File: config.mk
export PLATFORM = sky130hd
export DESIGN_NAME = im2col_address_generator_core_flat
export DESIGN_NICKNAME = d
export VERILOG_FILES = /design/src/hw/rtl/im2col_pkg.sv /design/src/hw/rtl/im2col_ifs.sv /design/src/hw/rtl/im2col_regs.sv /design/src/hw/rtl/im2col_ctrl.sv /design/src/hw/rtl/im2col_dp.sv /design/src/hw/rtl/im2col_address_generator_core.sv /design/src/flat_wrapper.sv
export SDC_FILE = /design/constraint.sdc
export NUM_CORES = 2
export LEC_CHECK = 0
export BUFFER_PORTS_ARGS = -buffer_cell sky130_fd_sc_hd__buf_2
export CORE_MARGIN = 2
export CORE_UTILIZATION = 59
export CTS_CLUSTER_DIAMETER = 60
export DETAILED_ROUTE_END_ITERATION = 8
export HOLD_SLACK_MARGIN = 0.1
export PLACE_DENSITY = 0.89
export SYNTH_ARGS = -nofsm -noshare
export SYNTH_HDL_FRONTEND = slang
export SYNTH_SLANG_ARGS = --single-unit
File: constraint.sdc
create_clock -name clk -period 11.35 [get_ports clk]
set_input_delay 0.5675 -clock clk [delete_from_list [all_inputs] [get_ports clk]]
set_output_delay 0.5675 -clock clk [all_outputs]
set_load 0.02 [all_outputs]
File: src/hw/rtl/im2col_pkg.sv
`timescale 1ns / 1ps

package im2col_pkg;

  // Defaults of the top-level parameters.
  localparam int MAX_KERNEL_DIM_DEFAULT = 8;
  localparam int INDEX_BITS_DEFAULT     = 40;

  // Fixed field widths.
  localparam int BATCH_W       = 8;
  localparam int DIM_W         = 16;
  localparam int CHAN_W        = 12;
  localparam int CHAN_COUNT_W  = 13;
  localparam int KSIZE_W       = 12;
  localparam int PAIR_W        = 16;
  localparam int STEP_W        = 8;
  localparam int TAP_W         = 3;
  localparam int KDIM_W        = 4;
  localparam int TAPS_W        = 7;
  localparam int SCALED_W      = DIM_W + STEP_W;
  localparam int POS_W         = SCALED_W + 2;
  localparam int CFG_INDEX_W   = 3;
  localparam int CFG_DATA_W    = 32;

  // The shared multiplier takes one 32-bit digit of its wide operand a cycle.
  localparam int MUL_W          = 32;
  localparam int MAX_INDEX_BITS = 64;
  localparam int DIGIT_W        = $clog2(MAX_INDEX_BITS / MUL_W);

  typedef enum logic [CFG_INDEX_W-1:0] {
    REG_IN_SIZE       = 3'd0,
    REG_OUT_SIZE      = 3'd1,
    REG_CHANNEL_COUNT = 3'd2,
    REG_KERNEL_SIZE   = 3'd3,
    REG_STRIDE_PAIR   = 3'd4,
    REG_PADDING_PAIR  = 3'd5,
    REG_DILATION_PAIR = 3'd6
  } cfg_reg_t;

  typedef enum logic [1:0] {
    S_IDLE,
    S_SETUP,
    S_TAPS
  } state_t;

  // Setup operations, in issue order. Each one is acc = a * b + c.
  typedef enum logic [3:0] {
    OP_N_OH,
    OP_N_OH_OW,
    OP_P,
    OP_PC,
    OP_COL,
    OP_NC,
    OP_HW,
    OP_SRC,
    OP_ROW
  } op_t;

  typedef struct packed {
    logic [31:0]             in_size;
    logic [31:0]             out_size;
    logic [CHAN_COUNT_W-1:0] channel_count;
    logic [KSIZE_W-1:0]      kernel_size;
    logic [PAIR_W-1:0]       stride_pair;
    logic [PAIR_W-1:0]       padding_pair;
    logic [PAIR_W-1:0]       dilation_pair;
  } cfg_t;

  typedef struct packed {
    logic [BATCH_W-1:0] batch_index;
    logic [DIM_W-1:0]   out_row;
    logic [DIM_W-1:0]   out_column;
    logic [CHAN_W-1:0]  channel;
  } item_t;

  typedef struct packed {
    logic               load;
    logic               mul_en;
    logic               mul_first;
    logic               mul_last;
    op_t                op;
    logic [DIGIT_W-1:0] digit;
    logic               tap_init;
    logic               emit;
  } cmd_t;

  typedef struct packed {
    logic out_space;
    logic last_tap;
  } status_t;

  function automatic op_t next_op(input op_t op);
    op_t nxt;
    unique case (op)
      OP_N_OH:    nxt = OP_N_OH_OW;
      OP_N_OH_OW: nxt = OP_P;
      OP_P:       nxt = OP_PC;
      OP_PC:      nxt = OP_COL;
      OP_COL:     nxt = OP_NC;
      OP_NC:      nxt = OP_HW;
      OP_HW:      nxt = OP_SRC;
      OP_SRC:     nxt = OP_ROW;
      default:    nxt = OP_N_OH;
    endcase
    return nxt;
  endfunction

  function automatic logic [KDIM_W-1:0] clamp_dim(input logic [7:0] v,
                                                   input logic [KDIM_W-1:0] max_dim);
    logic [KDIM_W-1:0] r;
    if (v == 8'd0) begin
      r = KDIM_W'(1);
    end else if (v > 8'(max_dim)) begin
      r = max_dim;
    end else begin
      r = v[KDIM_W-1:0];
    end
    return r;
  endfunction

endpackage

File: src/hw/rtl/im2col_ifs.sv
`timescale 1ns / 1ps

interface im2col_item_if;
  import im2col_pkg::*;
  logic               valid;
  logic               ready;
  logic [BATCH_W-1:0] batch_index;
  logic [DIM_W-1:0]   out_row;
  logic [DIM_W-1:0]   out_column;
  logic [CHAN_W-1:0]  channel;

  modport source(output valid, batch_index, out_row, out_column, channel, input ready);
  modport sink(input valid, batch_index, out_row, out_column, channel, output ready);
endinterface

interface im2col_result_if #(
  parameter int IndexBits = im2col_pkg::INDEX_BITS_DEFAULT
);
  import im2col_pkg::*;
  logic                 valid;
  logic                 ready;
  logic [IndexBits-1:0] source_index;
  logic [IndexBits-1:0] column_index;
  logic                 is_padding;
  logic [TAP_W-1:0]     tap_row;
  logic [TAP_W-1:0]     tap_column;
  logic                 last;

  modport source(output valid, source_index, column_index, is_padding, tap_row, tap_column,
                 last, input ready);
  modport sink(input valid, source_index, column_index, is_padding, tap_row, tap_column,
               last, output ready);
endinterface

interface im2col_cfg_if;
  import im2col_pkg::*;
  logic                   valid;
  logic                   ready;
  logic [CFG_INDEX_W-1:0] index;
  logic [CFG_DATA_W-1:0]  data;

  modport source(output valid, index, data, input ready);
  modport sink(input valid, index, data, output ready);
endinterface

File: src/hw/rtl/im2col_regs.sv
`timescale 1ns / 1ps

module im2col_regs (
  input  logic                clk,
  input  logic                rst,
  im2col_cfg_if.sink          cfg,
  output im2col_pkg::cfg_t    regs
);
  import im2col_pkg::*;

  assign cfg.ready = 1'b1;

  always_ff @(posedge clk) begin
    if (rst) begin
      regs.in_size       <= '0;
      regs.out_size      <= '0;
      regs.channel_count <= CHAN_COUNT_W'(1);
      regs.kernel_size   <= KSIZE_W'(12'h101);
      regs.stride_pair   <= PAIR_W'(16'h0101);
      regs.padding_pair  <= '0;
      regs.dilation_pair <= PAIR_W'(16'h0101);
    end else if (cfg.valid) begin
      // Writes to an index past the register list are dropped.
      unique case (cfg.index)
        REG_IN_SIZE:       regs.in_size       <= cfg.data;
        REG_OUT_SIZE:      regs.out_size      <= cfg.data;
        REG_CHANNEL_COUNT: regs.channel_count <= cfg.data[CHAN_COUNT_W-1:0];
        REG_KERNEL_SIZE:   regs.kernel_size   <= cfg.data[KSIZE_W-1:0];
        REG_STRIDE_PAIR:   regs.stride_pair   <= cfg.data[PAIR_W-1:0];
        REG_PADDING_PAIR:  regs.padding_pair  <= cfg.data[PAIR_W-1:0];
        REG_DILATION_PAIR: regs.dilation_pair <= cfg.data[PAIR_W-1:0];
        default: ;
      endcase
    end
  end

endmodule

File: src/hw/rtl/im2col_ctrl.sv
`timescale 1ns / 1ps

module im2col_ctrl #(
  parameter int INDEX_BITS = im2col_pkg::INDEX_BITS_DEFAULT
) (
  input  logic                clk,
  input  logic                rst,
  input  logic                in_valid,
  output logic                in_ready,
  input  im2col_pkg::status_t status,
  output im2col_pkg::cmd_t    cmd
);
  import im2col_pkg::*;

  localparam int DIGITS = (INDEX_BITS + MUL_W - 1) / MUL_W;
  localparam logic [DIGIT_W-1:0] LAST_DIGIT = DIGIT_W'(DIGITS - 1);

  state_t             state, state_next;
  op_t                op, op_next;
  logic [DIGIT_W-1:0] digit, digit_next;
  logic               digit_last;

  assign digit_last = (digit == LAST_DIGIT);

  always_ff @(posedge clk) begin
    if (rst) begin
      state <= S_IDLE;
      op    <= OP_N_OH;
      digit <= '0;
    end else begin
      state <= state_next;
      op    <= op_next;
      digit <= digit_next;
    end
  end

  always_comb begin
    state_next = state;
    op_next    = op;
    digit_next = digit;
    unique case (state)
      S_IDLE: begin
        if (in_valid) begin
          state_next = S_SETUP;
          op_next    = OP_N_OH;
          digit_next = '0;
        end
      end
      S_SETUP: begin
        if (digit_last) begin
          digit_next = '0;
          op_next    = next_op(op);
          if (op == OP_ROW) begin
            state_next = S_TAPS;
          end
        end else begin
          digit_next = digit + 1'b1;
        end
      end
      S_TAPS: begin
        if (status.out_space && status.last_tap) begin
          state_next = S_IDLE;
        end
      end
      default: state_next = S_IDLE;
    endcase
  end

  always_comb begin
    cmd       = '0;
    cmd.op    = op;
    cmd.digit = digit;
    in_ready  = 1'b0;
    unique case (state)
      S_IDLE: begin
        in_ready = 1'b1;
        cmd.load = in_valid;
      end
      S_SETUP: begin
        cmd.mul_en    = 1'b1;
        cmd.mul_first = (digit == '0);
        cmd.mul_last  = digit_last;
        // The row base lands on the same edge that the tap walk starts.
        cmd.tap_init  = digit_last && (op == OP_ROW);
      end
      S_TAPS: begin
        cmd.emit = status.out_space;
      end
      default: ;
    endcase
  end

  a_load_starts_setup: assert property (@(posedge clk) disable iff (rst)
    cmd.load |=> (state == S_SETUP && op == OP_N_OH && digit == '0))
    else $error("item load did not start the setup sequence");

  a_init_enters_taps: assert property (@(posedge clk) disable iff (rst)
    cmd.tap_init |=> (state == S_TAPS))
    else $error("tap walk did not follow the last setup operation");

  a_taps_hold: assert property (@(posedge clk) disable iff (rst)
    (state == S_TAPS && !(cmd.emit && status.last_tap)) |=> (state == S_TAPS))
    else $error("tap walk left before the last tap was issued");

  a_one_command: assert property (@(posedge clk) disable iff (rst)
    $onehot0({cmd.load, cmd.mul_en, cmd.emit}))
    else $error("load, multiply and emit overlap");

endmodule

File: src/hw/rtl/im2col_dp.sv
`timescale 1ns / 1ps

module im2col_dp #(
  parameter int INDEX_BITS     = im2col_pkg::INDEX_BITS_DEFAULT,
  parameter int MAX_KERNEL_DIM = im2col_pkg::MAX_KERNEL_DIM_DEFAULT
) (
  input  logic                               clk,
  input  logic                               rst,
  input  im2col_pkg::cfg_t                   cfg,
  input  im2col_pkg::item_t                  item_fields,
  input  im2col_pkg::cmd_t                   cmd,
  output im2col_pkg::status_t                status,
  input  logic                               result_ready,
  output logic                               result_valid,
  output logic [INDEX_BITS-1:0]              source_index,
  output logic [INDEX_BITS-1:0]              column_index,
  output logic                               is_padding,
  output logic [im2col_pkg::TAP_W-1:0]       tap_row,
  output logic [im2col_pkg::TAP_W-1:0]       tap_column,
  output logic                               last
);
  import im2col_pkg::*;

  localparam int IB     = INDEX_BITS;
  localparam int DIGITS = (IB + MUL_W - 1) / MUL_W;
  localparam int ABITS  = DIGITS * MUL_W;
  localparam int PW     = ABITS + MUL_W;

  // Configuration fields.
  logic [DIM_W-1:0]        in_h, in_w, out_h, out_w;
  logic [CHAN_COUNT_W-1:0] ch;
  logic [KDIM_W-1:0]       kh, kw;
  logic [STEP_W-1:0]       sv, sh, pv, ph, dv, dh;

  assign in_h  = cfg.in_size[31:16];
  assign in_w  = cfg.in_size[15:0];
  assign out_h = cfg.out_size[31:16];
  assign out_w = cfg.out_size[15:0];
  assign ch    = cfg.channel_count;
  assign kh    = clamp_dim({4'd0, cfg.kernel_size[11:8]}, KDIM_W'(MAX_KERNEL_DIM));
  assign kw    = clamp_dim(cfg.kernel_size[7:0], KDIM_W'(MAX_KERNEL_DIM));
  assign sv    = cfg.stride_pair[15:8];
  assign sh    = cfg.stride_pair[7:0];
  assign pv    = cfg.padding_pair[15:8];
  assign ph    = cfg.padding_pair[7:0];
  assign dv    = cfg.dilation_pair[15:8];
  assign dh    = cfg.dilation_pair[7:0];

  // Item registers and values derived at load.
  logic [BATCH_W-1:0]  n_r;
  logic [DIM_W-1:0]    oh_r, ow_r;
  logic [CHAN_W-1:0]   c_r;
  logic [TAPS_W-1:0]   taps_r;
  logic [POS_W-1:0]    hi0_r, wi0_r;
  logic [SCALED_W-1:0] dvw_r;
  logic [SCALED_W-1:0] row_scaled, col_scaled, dvw_next;

  assign row_scaled = SCALED_W'(item_fields.out_row) * SCALED_W'(sv);
  assign col_scaled = SCALED_W'(item_fields.out_column) * SCALED_W'(sh);
  assign dvw_next   = SCALED_W'(dv) * SCALED_W'(in_w);

  always_ff @(posedge clk) begin
    if (cmd.load) begin
      n_r    <= item_fields.batch_index;
      oh_r   <= item_fields.out_row;
      ow_r   <= item_fields.out_column;
      c_r    <= item_fields.channel;
      taps_r <= TAPS_W'(8'(kh) * 8'(kw));
      hi0_r  <= POS_W'(row_scaled) - POS_W'(pv);
      wi0_r  <= POS_W'(col_scaled) - POS_W'(ph);
      dvw_r  <= dvw_next;
    end
  end

  // Shared multiplier: acc = a * b + c, one digit of a per cycle, modulo 2^IB.
  logic [IB-1:0]        pr, colbase, nc, hw, srcbase, rowsrc, acc;
  logic [ABITS-1:0]     mul_a;
  logic [MUL_W-1:0]     mul_b, mul_digit;
  logic [IB-1:0]        mul_c, acc_next;
  logic [2*MUL_W-1:0]   mul_prod;
  logic [PW-1:0]        mul_shift;
  logic [63:0]          hi0_wide;

  assign hi0_wide = {{(64 - POS_W){hi0_r[POS_W-1]}}, hi0_r};

  always_comb begin
    unique case (cmd.op)
      OP_N_OH: begin
        mul_a = ABITS'(n_r);
        mul_b = MUL_W'(out_h);
        mul_c = '0;
      end
      OP_N_OH_OW: begin
        mul_a = ABITS'(pr);
        mul_b = MUL_W'(out_w);
        mul_c = IB'(ow_r);
      end
      OP_P: begin
        mul_a = ABITS'(oh_r);
        mul_b = MUL_W'(out_w);
        mul_c = pr;
      end
      OP_PC: begin
        mul_a = ABITS'(pr);
        mul_b = MUL_W'(ch);
        mul_c = IB'(c_r);
      end
      OP_COL: begin
        mul_a = ABITS'(pr);
        mul_b = MUL_W'(taps_r);
        mul_c = '0;
      end
      OP_NC: begin
        mul_a = ABITS'(n_r);
        mul_b = MUL_W'(ch);
        mul_c = IB'(c_r);
      end
      OP_HW: begin
        mul_a = ABITS'(in_h);
        mul_b = MUL_W'(in_w);
        mul_c = '0;
      end
      OP_SRC: begin
        mul_a = ABITS'(nc);
        mul_b = MUL_W'(hw);
        mul_c = '0;
      end
      OP_ROW: begin
        // The first row position may be negative; two's complement keeps the sum exact.
        mul_a = ABITS'(hi0_wide[IB-1:0]);
        mul_b = MUL_W'(in_w);
        mul_c = srcbase;
      end
      default: begin
        mul_a = '0;
        mul_b = '0;
        mul_c = '0;
      end
    endcase
  end

  assign mul_digit = mul_a[cmd.digit * MUL_W +: MUL_W];
  assign mul_prod  = (2 * MUL_W)'(mul_digit) * (2 * MUL_W)'(mul_b);
  assign mul_shift = PW'(mul_prod) << (cmd.digit * MUL_W);
  assign acc_next  = (cmd.mul_first ? mul_c : acc) + mul_shift[IB-1:0];

  // Tap walk state.
  logic [TAP_W-1:0] tr, tc;
  logic [POS_W-1:0] hi, wi;
  logic [IB-1:0]    col;
  logic             row_end, pad, hi_out, wi_out;
  logic [IB-1:0]    src_now;

  assign row_end         = ({1'b0, tc} == kw - 1'b1);
  assign status.last_tap = row_end && ({1'b0, tr} == kh - 1'b1);

  assign hi_out  = hi[POS_W-1] || (hi[POS_W-2:0] >= (POS_W - 1)'(in_h));
  assign wi_out  = wi[POS_W-1] || (wi[POS_W-2:0] >= (POS_W - 1)'(in_w));
  assign pad     = hi_out || wi_out;
  // Inside the image the column position is below the width, so 16 bits hold it.
  assign src_now = pad ? '0 : rowsrc + IB'(wi[DIM_W-1:0]);

  always_ff @(posedge clk) begin
    if (cmd.mul_en) begin
      acc <= acc_next;
      if (cmd.mul_last) begin
        unique case (cmd.op)
          OP_N_OH, OP_N_OH_OW, OP_P, OP_PC: pr <= acc_next;
          OP_COL: colbase <= acc_next;
          OP_NC:  nc      <= acc_next;
          OP_HW:  hw      <= acc_next;
          OP_SRC: srcbase <= acc_next;
          OP_ROW: rowsrc  <= acc_next;
          default: ;
        endcase
      end
    end
    if (cmd.tap_init) begin
      tr  <= '0;
      tc  <= '0;
      hi  <= hi0_r;
      wi  <= wi0_r;
      col <= colbase;
    end else if (cmd.emit) begin
      col <= col + 1'b1;
      if (row_end) begin
        tc     <= '0;
        tr     <= tr + 1'b1;
        wi     <= wi0_r;
        hi     <= hi + POS_W'(dv);
        rowsrc <= rowsrc + IB'(dvw_r);
      end else begin
        tc <= tc + 1'b1;
        wi <= wi + POS_W'(dh);
      end
    end
  end

  // Output register.
  assign status.out_space = !result_valid || result_ready;

  always_ff @(posedge clk) begin
    if (rst) begin
      result_valid <= 1'b0;
    end else if (cmd.emit) begin
      result_valid <= 1'b1;
    end else if (result_ready) begin
      result_valid <= 1'b0;
    end
  end

  always_ff @(posedge clk) begin
    if (cmd.emit) begin
      source_index <= src_now;
      column_index <= col;
      is_padding   <= pad;
      tap_row      <= tr;
      tap_column   <= tc;
      last         <= status.last_tap;
    end
  end

endmodule

File: src/hw/rtl/im2col_address_generator_core.sv
`timescale 1ns / 1ps

// im2col address generator: each item (batch, output row, output column, channel) expands
// into one result per kernel tap, kernel rows outer and columns inner, carrying the column
// matrix index, the NCHW source index (zero on a padding tap), the tap position and a last
// flag. An item is accepted only while the block is idle, then computes its base indices
// on one shared multiplier that takes a 32-bit digit per cycle, then issues its KH * KW
// results, one per cycle while the output is taken. The cycle after the last result is
// registered, the next item can be accepted. Kernel dimensions are clamped to
// 1..MAX_KERNEL_DIM, indices wrap modulo 2^INDEX_BITS, and configuration must be written
// only while the block is idle; the block itself does not enforce this.
module im2col_address_generator_core #(
  parameter int MAX_KERNEL_DIM = im2col_pkg::MAX_KERNEL_DIM_DEFAULT,
  parameter int INDEX_BITS     = im2col_pkg::INDEX_BITS_DEFAULT
) (
  input logic           clk,
  input logic           rst,
  im2col_cfg_if.sink    cfg,
  im2col_item_if.sink   item,
  im2col_result_if.source result
);
  import im2col_pkg::*;

  cfg_t    regs;
  item_t   item_fields;
  cmd_t    cmd;
  status_t status;

  logic [INDEX_BITS-1:0] source_index, column_index;
  logic                  is_padding, last, result_valid;
  logic [TAP_W-1:0]      tap_row, tap_column;

  assign item_fields.batch_index = item.batch_index;
  assign item_fields.out_row     = item.out_row;
  assign item_fields.out_column  = item.out_column;
  assign item_fields.channel     = item.channel;

  im2col_regs u_regs (
    .clk  (clk),
    .rst  (rst),
    .cfg  (cfg),
    .regs (regs)
  );

  im2col_ctrl #(
    .INDEX_BITS (INDEX_BITS)
  ) u_ctrl (
    .clk      (clk),
    .rst      (rst),
    .in_valid (item.valid),
    .in_ready (item.ready),
    .status   (status),
    .cmd      (cmd)
  );

  im2col_dp #(
    .INDEX_BITS     (INDEX_BITS),
    .MAX_KERNEL_DIM (MAX_KERNEL_DIM)
  ) u_dp (
    .clk          (clk),
    .rst          (rst),
    .cfg          (regs),
    .item_fields  (item_fields),
    .cmd          (cmd),
    .status       (status),
    .result_ready (result.ready),
    .result_valid (result_valid),
    .source_index (source_index),
    .column_index (column_index),
    .is_padding   (is_padding),
    .tap_row      (tap_row),
    .tap_column   (tap_column),
    .last         (last)
  );

  assign result.valid        = result_valid;
  assign result.source_index = source_index;
  assign result.column_index = column_index;
  assign result.is_padding   = is_padding;
  assign result.tap_row      = tap_row;
  assign result.tap_column   = tap_column;
  assign result.last         = last;

endmodule
File: src/flat_wrapper.sv
// flat-port wrapper written by rule: the top's interface ports become plain ports
module im2col_address_generator_core_flat import im2col_pkg::*;
#(
  parameter int MAX_KERNEL_DIM = im2col_pkg::MAX_KERNEL_DIM_DEFAULT,
  parameter int INDEX_BITS     = im2col_pkg::INDEX_BITS_DEFAULT
)
  (clk, rst, cfg_valid, cfg_index, cfg_data, cfg_ready, item_valid, item_batch_index, item_out_row, item_out_column, item_channel, item_ready, result_valid, result_source_index, result_column_index, result_is_padding, result_tap_row, result_tap_column, result_last, result_ready);
  im2col_cfg_if cfg_i ();
  im2col_item_if item_i ();
  im2col_result_if result_i ();
  input logic clk;
  input logic rst;
  input wire logic [$bits(cfg_i.valid)-1:0] cfg_valid;
  input wire logic [$bits(cfg_i.index)-1:0] cfg_index;
  input wire logic [$bits(cfg_i.data)-1:0] cfg_data;
  output wire logic [$bits(cfg_i.ready)-1:0] cfg_ready;
  input wire logic [$bits(item_i.valid)-1:0] item_valid;
  input wire logic [$bits(item_i.batch_index)-1:0] item_batch_index;
  input wire logic [$bits(item_i.out_row)-1:0] item_out_row;
  input wire logic [$bits(item_i.out_column)-1:0] item_out_column;
  input wire logic [$bits(item_i.channel)-1:0] item_channel;
  output wire logic [$bits(item_i.ready)-1:0] item_ready;
  output wire logic [$bits(result_i.valid)-1:0] result_valid;
  output wire logic [$bits(result_i.source_index)-1:0] result_source_index;
  output wire logic [$bits(result_i.column_index)-1:0] result_column_index;
  output wire logic [$bits(result_i.is_padding)-1:0] result_is_padding;
  output wire logic [$bits(result_i.tap_row)-1:0] result_tap_row;
  output wire logic [$bits(result_i.tap_column)-1:0] result_tap_column;
  output wire logic [$bits(result_i.last)-1:0] result_last;
  input wire logic [$bits(result_i.ready)-1:0] result_ready;
  assign cfg_i.valid = cfg_valid;
  assign cfg_i.index = cfg_index;
  assign cfg_i.data = cfg_data;
  assign cfg_ready = cfg_i.ready;
  assign item_i.valid = item_valid;
  assign item_i.batch_index = item_batch_index;
  assign item_i.out_row = item_out_row;
  assign item_i.out_column = item_out_column;
  assign item_i.channel = item_channel;
  assign item_ready = item_i.ready;
  assign result_valid = result_i.valid;
  assign result_source_index = result_i.source_index;
  assign result_column_index = result_i.column_index;
  assign result_is_padding = result_i.is_padding;
  assign result_tap_row = result_i.tap_row;
  assign result_tap_column = result_i.tap_column;
  assign result_last = result_i.last;
  assign result_i.ready = result_ready;
  im2col_address_generator_core #(.MAX_KERNEL_DIM(MAX_KERNEL_DIM), .INDEX_BITS(INDEX_BITS)) u_core (.clk(clk), .rst(rst), .cfg(cfg_i), .item(item_i), .result(result_i));
endmodule
==> results.py <==
metrics = {
    "worst_setup_path": {
        "critPathKind": "reg2reg",
        "worstRegToRegCells": 39,
        "slowest_stage": "a221oi_2",
        "cp_common_cell": "fa_1",
        "critical_path_buf_inv_count": 7,
        "start_kind": "register",
        "required_ns": 11.79,
        "r2r_end": "u_core.u_dp.pr[39]$_DFFE_PP_",
        "cpLargestDelayFamily": "adder cells",
        "critPathMaxStageDelay_ns": 0.78,
        "r2r_start": "u_core.u_ctrl.op[2]$_SDFFE_PP0P_",
        "regToRegSetupSlack_ns": 0.19,
        "endpoint_kind": "register",
        "critPathMaxFanout": 21,
        "arrival_ns": 11.60,
    },
    "clock_tree": {
        "clock_sinks": 740,
        "clk_path_buf_depth": 3,
        "cts_root_buf": "clkbuf_16",
        "htreeDepth": 3,
        "cts_tree": "yes",
        "path_clk_slew_ns": 0.07,
        "cts_made_buffers": 80,
        "clock_latency_ns": 0.67,
    },
    "detailed_routing": {
        "wl_um": 227000,
        "drtIter0Drc": 7048,
        "top_layer_used": "met5",
        "met1_length_um": 82200,
        "drc": 20,
        "wl_met2_um": 99800,
        "drt-wirelength-per-cell_um": 25.2,
        "wl_met3_um": 28200,
        "drtPass1Iterations": 9,
        "vias": 55195,
        "via_per_inst": 6.13,
        "detail-route-antenna-nets": 0,
    },
    "place": {
        "dp_hpwl_um": 176000,
        "port_buffers": 181,
        "dp_cells": 8813,
        "place_area_um2": 72400,
        "dp_slack_ns": -0.104,
        "place.gp.congestion": 1.07,
    },
    "min_path": {
        "hold_path.startpoint": "cfg_data[23]",
        "hold_depth": 3,
        "hold_class": "in2reg",
        "whs_endpoint": "u_core.u_regs.regs[128]$_SDFFE_PP0P_",
    },
    "logic_synthesis": {
        "synth.most_common_cell": "nand2_1",
        "synth_compound_area_frac": 0.0863,
        "yosysWarnings": 0,
        "netlist_top_cells_count": "nand2_1 (1,249), inv_1 (1,073), fa_1 (899)",
        "synth_top_area_frac": 0.261,
        "ys_types": 89,
        "yosysTopAreaCell": "fa_1",
        "syn-cell-area_um2": 68900,
        "syn_nets": 8652,
        "ys_ff_latch": 740,
        "synth_top_family_by_area": "adder cells",
        "yosys-top-cells-area": "fa_1 (26%), edfxtp_1 (24%), ha_1 (8.3%)",
        "synth-simple-area-share": 0.155,
        "ys_seq_area_frac": 0.294,
        "post_synth_fa_ha_maj_area_fraction": 0.344,
        "async_reset_ff_frac": 0,
        "syn-instance-count": 7203,
        "synth_edf_count": 545,
        "synth-main-ff-cell": "edfxtp_1",
        "synth_xor_area_frac": 0.0430,
        "avgSynthCellArea_um2": 9.57,
        "muxShareOfSynthArea": 0.00125,
    },
    "power_and_ir_drop": {
        "p_int_w": 0.00615,
        "p_leak_nw": 33.1,
        "share_comb_of_total_power": 0.338,
        "seqPwrFrac": 0.380,
        "swShare": 0.375,
        "p_total_w": 0.00984,
        "p_per_area_nw_per_um2": 130,
        "clockPowerShare": 0.282,
        "irDropWorstVdd_uv": 140,
        "p_switching_w": 0.00369,
    },
    "sta": {
        "slew-limit-headroom": 0.0628,
        "worst_slew_pin_slew_ns": 1.40,
        "hold_viol": 0,
        "setup_ws_ns": 0.188,
        "finalSetupViolCount": 0,
        "fmax_mhz": 89.6,
        "finalCriticalPeriod_ns": 11.16,
        "whs_ns": 0.157,
        "skew_ns": 0.0610,
        "slew_viol_final": 0,
        "fin_crit_sh": 0.983,
    },
    "finish": {
        "drive_gt1_frac": 0.0876,
        "fin_cells": 8998,
        "layout.nets": 8847,
        "syn_to_final_growth_pct": 9.99,
        "stdcell_area_um2": 75800,
    },
    "global_route": {
        "track_usage": 0.377,
        "antenna_found_initial": 7,
        "grt_max_degree": 99,
        "first_global_vias": 54999,
        "grt_pass1_wl_um": 336000,
        "grt_overflow": 0,
    },
    "floorplanning": {
        "die_w_um": 346,
        "die_h_um": 346,
        "rows": 125,
        "io_pins": 183,
        "die_area_um2": 120000,
        "core_um2": 116000,
        "floorplan.initialDensity": 0.594,
    },
    "run_status": {
        "violations": "DRC",
        "status": "finished, violations left",
    },
    "job": {
        "cap_violations": 0,
    },
}
==> per-stage QoR <==
step	setup TNS [ns]	util
floorplan	0	-
global placement	0	0.624
detailed placement	-0.968	0.624
CTS	0	0.650
global route	-0.496	0.653
finish	0	0.653
==> cell type report <==
class / count / area (um2)
multi-input cells: 5077 / 43800
fillers: 8823 / 40200
flip-flops and latches: 740 / 20300
inverters: 1073 / 4030
repair buffers: 426 / 2930
clock buffers: 100 / 2150
well taps: 1524 / 1910
clock inverters: 48 / 658
diodes: 10 / 25.0
==> registers in the layout, summed over array words and instances (netlist names), 8 cells and up, named ones only <==
signal and cells:
u_core.u_dp.c_r 12, u_core.u_dp.wi 26, u_core.u_dp.hw 32, u_core.u_dp.source_index 40
u_core.u_dp.srcbase 40, u_core.u_dp.oh_r 16, u_core.u_dp.rowsrc 40, u_core.u_dp.dvw_r 24
u_core.u_dp.col 40, u_core.u_dp.column_index 40, u_core.u_dp.wi0_r 25, u_core.u_dp.ow_r 16
u_core.u_dp.colbase 40, u_core.u_dp.n_r 8, u_core.u_dp.acc 40, u_core.u_dp.hi0_r 25
u_core.u_dp.pr 40, u_core.u_dp.hi 26, u_core.u_regs.regs 137, u_core.u_dp.nc 40
==> worst max-delay path by stage <==
stage	slack (ns)	endpoint	startpoint	depth (start not counted)
6_report	0.19	u_core.u_dp.pr[39]$_DFFE_PP_	u_core.u_ctrl.op[2]$_SDFFE_PP0P_	39
5_1_grt	-0.09	u_core.u_dp.pr[39]$_DFFE_PP_	u_core.u_ctrl.op[2]$_SDFFE_PP0P_	44
4_1_cts	0.03	u_core.u_dp.rowsrc[38]$_DFF_P_	u_core.u_ctrl.op[1]$_SDFFE_PP0P_	42
3_5_place_dp	-0.10	u_core.u_dp.rowsrc[38]$_DFF_P_	u_core.u_ctrl.op[2]$_SDFFE_PP0P_	44
3_3_place_gp	0.05	u_core.u_dp.nc[39]$_DFFE_PP_	u_core.u_ctrl.op[2]$_SDFFE_PP0P_	42
2_1_floorplan	0.63	u_core.u_dp.acc[39]$_DFFE_PP_	u_core.u_ctrl.op[3]$_SDFFE_PP0P_	45
==> worst reg2reg max path, delay by kind of cell (launching register included) <==
kind	cells	cell delay, ns
adders and majority gates	10	4.89
and+or+nand+nor	6	0.71
AOI/OAI and AO/OA	13	3.15
buffers and inverters	7	1.19
DFF	1	0.39
xor gates and xnor gates	3	0.58
==> layout by cell type, fill, tap and decap left out, types with 100 or more instances in the layout <==
cell      count
dfxtp_1     191
xnor2_1     183
nand2_1    1243
and2_1      197
xor2_1      138
a21oi_1     318
inv_1      1070
edfxtp_1    545
fa_1        895
nand3_1     100
ha_1        455
o21ai_0     204
buf_2       180
buf_4       214
nor2_1      548
==> kinds of logic after synthesis <==
logic type,count (synthesis)
buffers and inverters,1386
AND/OR/NAND/NOR,2431
flip-flops,740
adder cells (fa/ha/maj),1357
AO/OA/AOI/OAI,945
multiplexers,8
other,1
XOR/XNOR,335
==> routing by layer <==
layer / vias up / global-route usage
li1: 23593 / -
met1: 27191 / 0.494
met2: 3666 / 0.576
met3: 737 / 0.0895
met4: 8 / 0.215
met5: - / 0
==> power by group through the flow <==
| stage | clock [W] | combinational [W] | sequential, W |
|---|---|---|---|
| floorplan | 0 | 0.00193 | 0.00366 |
| global placement | 0 | 0.00304 | 0.00375 |
| detailed placement | 0 | 0.00315 | 0.00376 |
| CTS | 0.00277 | 0.00319 | 0.00371 |
| global route | 0.00288 | 0.00353 | 0.00374 |
| finish | 0.00278 | 0.00333 | 0.00373 |
==> timing repair <==
item / CTS / global route
endpoints found under the setup margin: 16 / 111
pin swaps: 2 / 18
setup buffers: 1 / 8
resized for setup: 7 / 70
endpoints found under the hold margin: 18 / 0
hold buffers: 18 / 0
No activity file was read; power rests on OpenSTA's default activity.
